**config.mk**
```make
export PLATFORM = sky130hd
export DESIGN_NAME = bounded_ordered_list_top
export DESIGN_NICKNAME = d
export VERILOG_FILES = /design/src/sv/bol_pkg.sv /design/src/sv/bol_cell.sv /design/src/sv/bounded_ordered_list_top.sv
export SDC_FILE = /design/constraint.sdc
export NUM_CORES = 2
export LEC_CHECK = 0
export BUFFER_PORTS_ARGS = -buffer_cell sky130_fd_sc_hd__buf_2
export CAP_MARGIN = 15
export CORE_MARGIN = 1
export CORE_UTILIZATION = 50
export CTS_CLUSTER_SIZE = 40
export DETAILED_ROUTE_END_ITERATION = 6
export GPL_TIMING_DRIVEN = 1
export HOLD_SLACK_MARGIN = 0.08
export PLACE_DENSITY = 0.76
export SLEW_MARGIN = 20
export SYNTH_ARGS = -nofsm -noshare
export SYNTH_HDL_FRONTEND = slang
export SYNTH_SLANG_ARGS = --single-unit
export TNS_END_PERCENT = 5
```
**constraint.sdc**
```tcl
create_clock -name clk -period 7.6 [get_ports clk]
set_input_delay 0.38 -clock clk [delete_from_list [all_inputs] [get_ports clk]]
set_output_delay 0.38 -clock clk [all_outputs]
set_load 0.01 [all_outputs]
```
**src/sv/bol_pkg.sv**
```systemverilog
package bol_pkg;

    localparam int POS_W          = 5;
    localparam int CNT_W          = 5;
    localparam int VAL_W          = 32;
    localparam int IN_TDATA_W     = 40;
    localparam int OUT_TDATA_W    = 40;
    localparam int DEPTH_DEF      = 16;
    localparam int DATA_WIDTH_DEF = 32;
    localparam int READ_SPAN      = 32;

    localparam logic [CNT_W-1:0] CAP_RESET = 5'd16;

    // Bit offsets of the result fields in the output tdata.
    localparam int OUT_VAL_LSB    = 0;
    localparam int OUT_STATUS_BIT = 32;
    localparam int OUT_CNT_LSB    = 33;
    localparam int OUT_EMPTY_BIT  = 38;
    localparam int OUT_FULL_BIT   = 39;

    typedef enum logic [1:0] {
        FUNC_APPEND = 2'd0,
        FUNC_INSERT = 2'd1,
        FUNC_REMOVE = 2'd2,
        FUNC_READ   = 2'd3
    } func_t;

    typedef enum logic [1:0] {
        CELL_HOLD   = 2'd0,
        CELL_APPEND = 2'd1,
        CELL_INSERT = 2'd2,
        CELL_REMOVE = 2'd3
    } cell_op_t;

    // Broadcast to every cell in the chain.
    typedef struct packed {
        cell_op_t          op;
        logic [POS_W-1:0]  pos;
        logic [CNT_W-1:0]  cnt;
    } cell_ctl_t;

endpackage

```
**src/sv/bol_cell.sv**
```systemverilog
module bol_cell #(
    parameter int DATA_WIDTH = 32,
    parameter int DEPTH      = 16,
    parameter int INDEX      = 0
) (
    input  logic                  clk,
    input  bol_pkg::cell_ctl_t    ctl,
    input  logic [DATA_WIDTH-1:0] word,
    input  logic [DATA_WIDTH-1:0] from_lower,
    input  logic [DATA_WIDTH-1:0] from_upper,
    output logic [DATA_WIDTH-1:0] data
);
    import bol_pkg::*;

    localparam int IDX_BITS = (DEPTH > 1) ? $clog2(DEPTH) : 1;
    localparam int IW       = (IDX_BITS > POS_W) ? IDX_BITS : POS_W;
    localparam logic [IW-1:0] MY_IDX = IW'(INDEX);

    logic [DATA_WIDTH-1:0] data_reg;
    logic [DATA_WIDTH-1:0] data_next;
    logic [IW-1:0]         pos_x;
    logic [IW-1:0]         cnt_x;

    assign pos_x = IW'(ctl.pos);
    assign cnt_x = IW'(ctl.cnt);

    // Each cell decides on its own, from its place in the row, whether it
    // keeps its word, loads the new word or takes a neighbor's word.
    always_comb
    begin
        data_next = data_reg;
        unique case (ctl.op)
            CELL_APPEND:
            begin
                if (MY_IDX == cnt_x)
                    data_next = word;
            end
            CELL_INSERT:
            begin
                if (MY_IDX == pos_x)
                    data_next = word;
                else if (MY_IDX > pos_x)
                    data_next = from_lower;
            end
            CELL_REMOVE:
            begin
                if (MY_IDX >= pos_x)
                    data_next = from_upper;
            end
            default:
            begin
                data_next = data_reg;
            end
        endcase
    end

    always_ff @(posedge clk)
    begin
        data_reg <= data_next;
    end

    assign data = data_reg;

endmodule

```
**src/sv/bounded_ordered_list_top.sv**
```systemverilog
// Bounded ordered list of data words, held in a row of shifting cells.
// Input channel s_*: each transfer carries one operation (append, insert at
// a position, remove at a position, read at a position). Output channel m_*:
// exactly one result transfer per operation, in order, with the word read,
// a reject flag, the count after the operation and the empty and full flags.
// The capacity register is written through cfg_we and cfg_wdata; the user
// must write it only while the block is idle, which the block does not
// enforce. Zero rejects everything, values above DEPTH act as DEPTH. A result
// appears on the output register in the cycle after its operation is taken.
// Throughput is one operation per cycle unless the receiver stalls; the cell
// row shifts every entry at once. The output register frees the input side:
// a new operation is taken whenever the output register is empty or its
// result is being taken in the same cycle. When the receiver stalls, the
// result holds steady and the input side stalls with it after one operation.
// Reset clears the count, the output valid and sets the capacity to 16.
// The stored words keep no reset; only words below the count are ever read.
module bounded_ordered_list_top #(
    parameter int DEPTH      = bol_pkg::DEPTH_DEF,
    parameter int DATA_WIDTH = bol_pkg::DATA_WIDTH_DEF
) (
    input  logic                               clk,
    input  logic                               rst_n,
    // s_tdata, from bit 0: func[1:0], position[6:2], value_in[38:7], zero pad[39].
    input  logic                               s_tvalid,
    output logic                               s_tready,
    input  logic [bol_pkg::IN_TDATA_W-1:0]     s_tdata,
    // m_tdata, from bit 0: value_out[31:0], status[32], count[37:33],
    // empty_res[38], full_res[39].
    output logic                               m_tvalid,
    input  logic                               m_tready,
    output logic [bol_pkg::OUT_TDATA_W-1:0]    m_tdata,
    // Capacity register write.
    input  logic                               cfg_we,
    input  logic [bol_pkg::CNT_W-1:0]          cfg_wdata
);
    import bol_pkg::*;

    // Effective capacity limit; the count field cannot exceed 31.
    localparam int CAP_LIM = (DEPTH < 31) ? DEPTH : 31;

    logic [CNT_W-1:0]       cap_reg;
    logic [CNT_W-1:0]       cnt_reg;
    logic [CNT_W-1:0]       cnt_next;
    logic                   out_valid_reg;
    logic [OUT_TDATA_W-1:0] out_data_reg;
    logic [OUT_TDATA_W-1:0] out_data_next;

    func_t                  func;
    logic [POS_W-1:0]       pos;
    logic [VAL_W-1:0]       value_in;
    logic [DATA_WIDTH-1:0]  word;

    logic                   accept;
    logic [CNT_W-1:0]       cap_eff;
    logic                   cap_nz;
    logic                   room_ok;
    logic                   op_ok;
    cell_ctl_t              ctl;

    logic [DATA_WIDTH-1:0]  cell_q   [DEPTH];
    logic [DATA_WIDTH-1:0]  read_tab [READ_SPAN];
    logic [DATA_WIDTH-1:0]  rd_word;
    logic [63:0]            rd_wide;
    logic [VAL_W-1:0]       value_out;
    logic [CNT_W-1:0]       cnt_rep;

    assign func     = func_t'(s_tdata[1:0]);
    assign pos      = s_tdata[6:2];
    assign value_in = s_tdata[38:7];
    assign word     = DATA_WIDTH'(value_in);

    assign s_tready = !out_valid_reg || m_tready;
    assign accept   = s_tvalid && s_tready;

    assign cap_eff = (cap_reg > CNT_W'(CAP_LIM)) ? CNT_W'(CAP_LIM) : cap_reg;
    assign cap_nz  = (cap_eff != '0);
    assign room_ok = cap_nz && (cnt_reg < cap_eff);

    // Decide whether the operation is granted and what the cells must do.
    always_comb
    begin
        op_ok    = 1'b0;
        cnt_next = cnt_reg;
        ctl.op   = CELL_HOLD;
        ctl.pos  = pos;
        ctl.cnt  = cnt_reg;
        unique case (func)
            FUNC_APPEND:
            begin
                op_ok = room_ok;
                if (accept && op_ok)
                begin
                    ctl.op   = CELL_APPEND;
                    cnt_next = cnt_reg + 1'b1;
                end
            end
            FUNC_INSERT:
            begin
                op_ok = room_ok && (pos <= cnt_reg);
                if (accept && op_ok)
                begin
                    ctl.op   = CELL_INSERT;
                    cnt_next = cnt_reg + 1'b1;
                end
            end
            FUNC_REMOVE:
            begin
                op_ok = cap_nz && (pos < cnt_reg);
                if (accept && op_ok)
                begin
                    ctl.op   = CELL_REMOVE;
                    cnt_next = cnt_reg - 1'b1;
                end
            end
            FUNC_READ:
            begin
                op_ok = cap_nz && (pos < cnt_reg);
            end
            default:
            begin
                op_ok = 1'b0;
            end
        endcase
    end

    // The row of cells; each passes its word to both neighbors.
    for (genvar i = 0; i < DEPTH; i++)
    begin : g_cell
        logic [DATA_WIDTH-1:0] lower;
        logic [DATA_WIDTH-1:0] upper;

        if (i == 0)
        begin : g_first
            assign lower = '0;
        end
        else
        begin : g_mid_lo
            assign lower = cell_q[i-1];
        end

        if (i == DEPTH - 1)
        begin : g_last
            assign upper = cell_q[i];
        end
        else
        begin : g_mid_hi
            assign upper = cell_q[i+1];
        end

        bol_cell #(
            .DATA_WIDTH (DATA_WIDTH),
            .DEPTH      (DEPTH),
            .INDEX      (i)
        ) u_cell (
            .clk        (clk),
            .ctl        (ctl),
            .word       (word),
            .from_lower (lower),
            .from_upper (upper),
            .data       (cell_q[i])
        );
    end

    // Only the first 32 cells can be addressed by a position.
    for (genvar k = 0; k < READ_SPAN; k++)
    begin : g_read
        if (k < DEPTH)
        begin : g_used
            assign read_tab[k] = cell_q[k];
        end
        else
        begin : g_pad
            assign read_tab[k] = '0;
        end
    end

    assign rd_word   = read_tab[pos];
    assign rd_wide   = 64'(rd_word);
    assign value_out = (func == FUNC_READ && op_ok) ? rd_wide[VAL_W-1:0] : '0;
    assign cnt_rep   = cap_nz ? cnt_next : '0;

    always_comb
    begin
        out_data_next                                  = '0;
        out_data_next[OUT_VAL_LSB +: VAL_W]            = value_out;
        out_data_next[OUT_STATUS_BIT]                  = !op_ok;
        out_data_next[OUT_CNT_LSB +: CNT_W]            = cnt_rep;
        out_data_next[OUT_EMPTY_BIT]                   = cap_nz && (cnt_rep == '0);
        out_data_next[OUT_FULL_BIT]                    = cap_nz && (cnt_rep == cap_eff);
    end

    always_ff @(posedge clk or negedge rst_n)
    begin
        if (!rst_n)
        begin
            cap_reg       <= CAP_RESET;
            cnt_reg       <= '0;
            out_valid_reg <= 1'b0;
        end
        else
        begin
            if (cfg_we)
                cap_reg <= cfg_wdata;
            cnt_reg <= cnt_next;
            if (accept)
                out_valid_reg <= 1'b1;
            else if (m_tready)
                out_valid_reg <= 1'b0;
        end
    end

    always_ff @(posedge clk)
    begin
        if (accept)
            out_data_reg <= out_data_next;
    end

    assign m_tvalid = out_valid_reg;
    assign m_tdata  = out_data_reg;

endmodule

```
# Word level (Yosys, flattened, before mapping)
# Index checks and enable logic that the tools add are counted.
# Widths: inputs -> output; s select.
# totals
elab_cells	277
register_bits	563
out_inout_bits	42
input_bits	50
# op_classes
eq_ne	84
add_sub_neg	2
n_reduce_logical	38
order_cmp	36
mux	95
bitwise	1
# ops
cell	n
$mux 32	65
$pmux 32 s3	15
$bmux 32 s5	1
$eq 4x5->1 const A	16
$pmux 32 s2	1
$ne 2x1->1 const B	31
$reduce_and 4->1	15
$ne 3x1->1 const B	16
$eq 3x5->1 const A	8
$gt 4x5->1 const A	8
$ge 4x5->1 const A	7
$mux 5	5
$eq 2x5->1 const A	4
$ge 3x5->1 const A	4
$gt 3x5->1 const A	4
$logic_not 5->1	3
$pmux 5 s3	1
$eq 1x5->1 const A	2
$ge 1x5->1 const A	2
$ge 2x5->1 const A	2
$gt 1x5->1 const A	2
$gt 2x5->1 const A	2
$logic_and 1x1->1	10
$lt 5x5->1	2
21 further kinds	30

# Depth between registers and ports, before layout
# depth
word_depth	11
ltp_mapped	16
mapped_depth_nobuf	13

# Modules after synthesis
# Synthesis repeated with hierarchy kept, for this count alone.
# unflattened
cells_unflattened	3477
area_unflattened_um2	38791.0
# modules_own_cells
mod	area_each_um2	n_inst	seq_area_each_um2	cells_per_inst
bounded_ordered_list_top	6328.6	1	1477.7	397
bol_cell at g_cell[14].u_cell	2183.3	1	960.9	201
bol_cell at g_cell[2].u_cell	2183.3	1	960.9	200
bol_cell at g_cell[3].u_cell	2170.8	1	960.9	199
bol_cell at g_cell[0].u_cell	2088.3	1	960.9	190
bol_cell at g_cell[8].u_cell	2083.2	1	960.9	190
bol_cell at g_cell[6].u_cell	2073.2	1	960.9	190
bol_cell at g_cell[1].u_cell	2037.0	1	960.9	198
bol_cell at g_cell[4].u_cell	2031.9	1	960.9	191
bol_cell at g_cell[15].u_cell	2018.2	1	960.9	189
bol_cell at g_cell[13].u_cell	2008.2	1	960.9	191
bol_cell at g_cell[11].u_cell	2006.9	1	960.9	191
bol_cell at g_cell[9].u_cell	1995.7	1	960.9	189
bol_cell at g_cell[5].u_cell	1994.4	1	960.9	190
3 more rows	--	--	--	--

# Worst setup path before layout
# OpenSTA, ideal clock, no wires.
# synth_path
path_kind	flip-flop to flip-flop
startpoint	register cnt_reg[3]
endpoint	register g_cell[10].u_cell.data_reg[0] (enable)
path_stages_with_launch	16
setup_slack_ns	1.749
setup_time_ns	0.475
arrival_ns	5.377
t_required_ns	7.125
n_path_buf	3
cell_sequence	dfrtp_1 > clkbuf_1 > inv_1 > ha_1 > and4_1 > o2bb2ai_2 > nor2_1 > a21o_1 > a31oi_1 > inv_1 > ha_1 > clkbuf_1 > nor2_1 > clkbuf_1 > nor3_1 > a221oi_1
# synth_via
elab_chain_len	9
elab_cells_between_ends	22
classes_between	order compare: 3; eq/ne: 7; mux: 4; reduce/logical: 8
# synth_rtl
item	line	rtl
start: declaration	bounded_ordered_list_top.sv:42	logic [CNT_W-1:0] cnt_reg;
start signal: assignment	bounded_ordered_list_top.sv:204	cnt_reg <= cnt_next;
$lt 5x5->1	bounded_ordered_list_top.sv:77	assign room_ok = cap_nz && (cnt_reg < cap_eff);
$logic_and 1x1->1	bounded_ordered_list_top.sv:77	
$logic_and 1x1->1	bounded_ordered_list_top.sv:99	op_ok = room_ok && (pos <= cnt_reg);
$logic_and 1x1->1	bounded_ordered_list_top.sv:100	if (accept && op_ok)
$mux 2	bounded_ordered_list_top.sv:100	
$pmux 2 s3	bounded_ordered_list_top.sv:87	unique case (func)
$eq 2x2->1 or $eq 2x1->1 (tied branches)	bol_cell.sv:32	unique case (ctl.op)
$ne 3x1->1 (no source line) (tied with other cells)	--	
$reduce_and 4->1 (no source line) (*)	--	
end signal: assignment	bol_cell.sv:59	data_reg <= data_next;
end: declaration	bol_cell.sv:19	logic [DATA_WIDTH-1:0] data_reg;
# Mark *: on every way between the ends. The rest lies on a longest branch, timed or not.
# A chain may end at the register's enable or synchronous reset.

# Worst setup path after layout
# layout_path
startpoint	register cap_reg[4]
endpoint	register g_cell[1].u_cell.data_reg[23], data pin
# layout_via
elab_chain_len	10
elab_cells_between_ends	18
classes_between	order compare: 2; eq/ne: 3; mux: 6; reduce/logical: 7
# layout_rtl
item	line	rtl
start: declaration	bounded_ordered_list_top.sv:41	logic [CNT_W-1:0] cap_reg;
start signal: assignment	bounded_ordered_list_top.sv:203	cap_reg <= cfg_wdata;
$gt 5x5->1	bounded_ordered_list_top.sv:75	assign cap_eff = (cap_reg > CNT_W'(CAP_LIM)) ? CNT_W'(CAP_LIM) : cap_reg;
$mux 5 (*)	bounded_ordered_list_top.sv:75	
$lt 5x5->1 or $reduce_bool 5->1 (tied branches)	bounded_ordered_list_top.sv:77, bounded_ordered_list_top.sv:76	
$logic_and 1x1->1	bounded_ordered_list_top.sv:77	
$logic_and 1x1->1	bounded_ordered_list_top.sv:99	
$logic_and 1x1->1	bounded_ordered_list_top.sv:100	
$mux 2	bounded_ordered_list_top.sv:100	
$pmux 2 s3 (*)	bounded_ordered_list_top.sv:87	
$eq 2x2->1 or $eq 2x1->1 (tied branches)	bol_cell.sv:32	
$pmux 32 s3 (*)	bol_cell.sv:32	
net g_cell[1].u_cell.data_next[23]	bol_cell.sv:20	logic [DATA_WIDTH-1:0] data_next;
end signal: assignment	bol_cell.sv:59	
end: declaration	bol_cell.sv:19	
# The timed path passes the listed nets; every way through them passes the cells marked *.

==> parameters.txt <==
Parameter                              Value

Outcome
  Run status ... finished, violations left
  Violations in the final reports ... DRC

Synthesis
  Most area-consuming cells after synthesis ... edfxtp_1 (50%), a221o_1 (13%), mux2_2 (13%), mux4_2 (9.4%), mux2_1 (3.8%)
  Biggest area consumer among synthesized cells ... edfxtp_1
  Total standard cell area after synthesis ... ~33000 um^2
  Synthesis-stage register bit count ... 563
  Post-synthesis cell type count ... 59
  Number of synthesis warnings ... 0
  Cell count after synthesis ... 2269
  Main synth FF type ... edfxtp_1
  Syn avg cell area ... 14.75 um^2
  Post-synthesis net count ... about 2.3k
  Sequential share of the synthesized area ... 50.36%
  Portion of synthesized cell area occupied by the leading cell type ... 49.53%
  Number of enable flip-flop cells after synthesis ... around 550
  Share of flip-flops with an asynchronous set or reset ... under 10%

STA
  Total setup violations reported at the end of the flow ... 0
  Setup TNS ... 0 ns
  Unrepaired setup endpoints after global routing ... false
  Post-route fraction of the period consumed by the critical path ... 72.47%
  Peak clock frequency supported by timing ... ~180 MHz
  Relative max-transition margin ... between 20% and 30%
  Min Tclk post-route ... approximately 5.5 ns
  Transition at the pin with the smallest max-transition slack ... 1.188 ns
  Final-report hold violation count ... 0
  Layout Skew ... 0.02452 ns
  Final worst setup slack ... approximately 2.1 ns
  Final number of max-transition violations ... 0

Final layout
  Fraction of layout cells with a size suffix above 1 ... between 30% and 40%
  Flip-flop count of the largest register after layout ... approximately 510
  Commonest cells after routing, fill and taps aside ... edfxtp_1 (552), a221o_1 (448), mux2_2 (379)
  Final Net Count ... approximately 2.3k
  Most common cell after layout, fill and taps aside ... edfxtp_1
  Area added between synthesis and finish ... 10.35%

Floorplan
  Starting utilization of the core area ... 50.72%
  Placement Rows ... 94
  CORE AREA ... approximately 66000 um^2
  Die width ... 260.7 um
  Top-Level Pins ... 92
  Area of the die ... a little under 70000 um^2
  Height of the chip ... about 260 um

Power
  Largest voltage drop on the vdd net ... approximately 200 uV
  Register share of total power ... between 40 and 50%
  Part of the power in the clock network ... roughly 28%
  P per Cell Area ... approximately 280 nW/um^2
  Switching Fraction ... between 30% and 40%
  Power share of the combinational group ... 26.5%
  P_sw ... 0.003273 W
  Internal Dissipation ... ~0.0070 W
  Leakage component of the power ... between 10 and 15 nW

Clocking
  Number of H-tree levels ... 2
  CTS Root Buffer Type ... clkbuf_16
  Number of buffers added by the clock tree synthesis step ... a little over 60
  Clk pin slew, worst setup/hold paths ... approximately 0.060 ns
  Clock insertion delay at the later pin of the skew report ... ~0.65 ns
  Buffer levels on the longest clock path ... 3
  Clock tree from TritonCTS ... done
  Sink count of the clock tree ... roughly 560

Detailed routing
  Final routed wirelength across all metal layers ... 99340 um
  Average wire length per cell after detail routing ... ~32 um
  DRT Pass-1 Iters ... 7
  Initial detailed-routing violation count ... between 3k and 4k
  Vias/cell ... around 7.5
  Vias ... 23.64k
  Total DRC errors in the routed layout ... 20
  Final ANT Viol Nets ... 0

Critical path
  Cells traversed along the worst timing path ... inv_1 -> nand2_1 -> ha_1 -> a21oi_1 -> o22ai_2 -> nor4_2 -> a31oi_1 -> inv_1 -> ha_4 -> buf_4 -> buf_4 -> a221o_1
  Data arrival time of the critical path ... approximately 6.0 ns
  CP Launch Type ... register
  Buffers and inverters on the worst path ... 4
  Largest stage delay on the critical path ... around 0.96 ns
  Crit path required time ... a little over 8 ns
  Highest-delay cell along the critical path ... buf_4
  Worst r2r path cells ... 12
  Crit end category ... register
  R2R setup slack ... roughly 2.1 ns
  Maximum fanout encountered on the critical timing path ... between 100 and 150
  Cell family with the largest share of critical-path delay ... buffers and inverters
  Critical setup path kind ... register to register
  Number of logic stages on the critical path including buffering ... 12

GRT
  Largest net degree at the start of global routing ... 122
  Initial antenna violation count ... 2
  Total Routing Usage GR ... a little under 30%
  Wire length of the first global-routing pass ... 148900 um
  Via count of the first global-routing pass ... roughly 23k
  Aggregate global routing overflow ... 0

Placed design
  Final weighted congestion in routability-driven placement ... just under 0.9
  Detailed Place HPWL ... ~56000 um
  Worst-case setup slack after placement ... roughly 2.1 ns
  Port Buffers ... 90

Flow run
  Number of max-cap violations ... 0

Min path
  Worst min-delay path class ... primary input to async pin
## Yosys cell counts (all sizes together), types with 9 or more instances
library cell / number
and2: 47
nor3: 10
dfrtp: 10
o22ai: 12
mux2: 491
nor2: 38
ha: 19
clkbuf: 229
nand2: 38
buf: 46
inv: 15
mux4: 139
a22o: 33
edfxtp: 552
nand3: 9
a21oi: 14
mux2i: 31
a221o: 448
## kinds of logic (layout without fill, tap and decap cells)
| group | Yosys count | count (layout) | share of synthesized area, % |
|---|---|---|---|
| mux | 661 | 661 | 26.80 |
| flops | 563 | 563 | 50.36 |
| buf+inv | 290 | 293 | 3.320 |
| xor+xnor | 9 | 9 | 0.2356 |
| simple gates | 170 | 170 | 2.625 |
| other cells | 0 | 2 | 0 |
| compound gates | 557 | 557 | 15.95 |
| fa+ha+maj | 19 | 19 | 0.7104 |
## power by group through the flow
stage | clock [W] | combinational (W) | sequential, W
after floorplan | 0 | 0.00180 | 0.00460
after global placement | 0 | 0.00258 | 0.00466
after detailed placement | 0 | 0.00265 | 0.00471
after CTS | 0.00295 | 0.00268 | 0.00465
after global routing | 0.00307 | 0.00287 | 0.00473
final | 0.00292 | 0.00273 | 0.00467
## per-stage QoR
stage / utilization [%] / power [W] / instance area [um^2] / instances / hold WS, ns
2_1_floorplan: - / 0.006402 / 33470 / 2269 / 0.08441
3_3_place_gp: 52.76 / 0.007234 / 34810 / 3008 / 0.2637
3_5_place_dp: 52.76 / 0.007363 / 34810 / 3008 / 0.2692
4_1_cts: 55.87 / 0.01028 / 36860 / 3133 / 0.1260
5_1_grt: 55.97 / 0.01067 / 36930 / 3137 / 0.1937
6_report: 55.97 / 0.01032 / 36930 / 3138 / 0.1603
## final timing paths
kind                                                      start                              endpoint
max                                      cap_reg[4]$_DFFE_PN1P_   g_cell[1].u_cell.data[23]$_DFFE_PP_
min                                                       rst_n                  m_tvalid$_DFFE_PN0P_
max reg2reg                              cap_reg[4]$_DFFE_PN1P_   g_cell[1].u_cell.data[23]$_DFFE_PP_
min reg2reg                g_cell[15].u_cell.data[13]$_DFFE_PP_  g_cell[14].u_cell.data[13]$_DFFE_PP_
max in group asynchronous                                 rst_n                cap_reg[4]$_DFFE_PN1P_
min in group clk                                       m_tready                  m_tvalid$_DFFE_PN0P_
## layer usage
layer,global-route usage (%),wire (um),vias up
li1,-,-,9674
met1,40.01,38420,12060
met2,44.59,45890,1639
met3,6.119,11150,269
met4,11.48,3868,2
met5,0,12,-
## worst register-to-register path: stages, from the launching register on
cell     delay (ns)
dfstp_2        0.58
inv_1          0.11
nand2_1        0.13
ha_1           0.26
a21oi_1        0.16
o22ai_2        0.15
nor4_2         0.47
a31oi_1        0.26
inv_1          0.22
ha_4           0.65
buf_4          0.97
buf_4          1.06
a221o_1        0.36
## cell type report
class	count	area, um^2
antenna	2	5.005
clock buffer	72	1568
clock inverter	40	347.8
fill	5133	29050
inverter	15	56.30
multi-input combinational	1416	15860
sequential	563	16850
tap	864	1081
timing repair buffer	166	1162
## repair_timing
item                                   in CTS  in global routing
endpoints found under the hold margin      17                  0
hold buffers                               13                  0
gates resized for setup                     0                  0
buffers inserted                            0                  0
No activity file was read; power rests on OpenSTA's default activity.
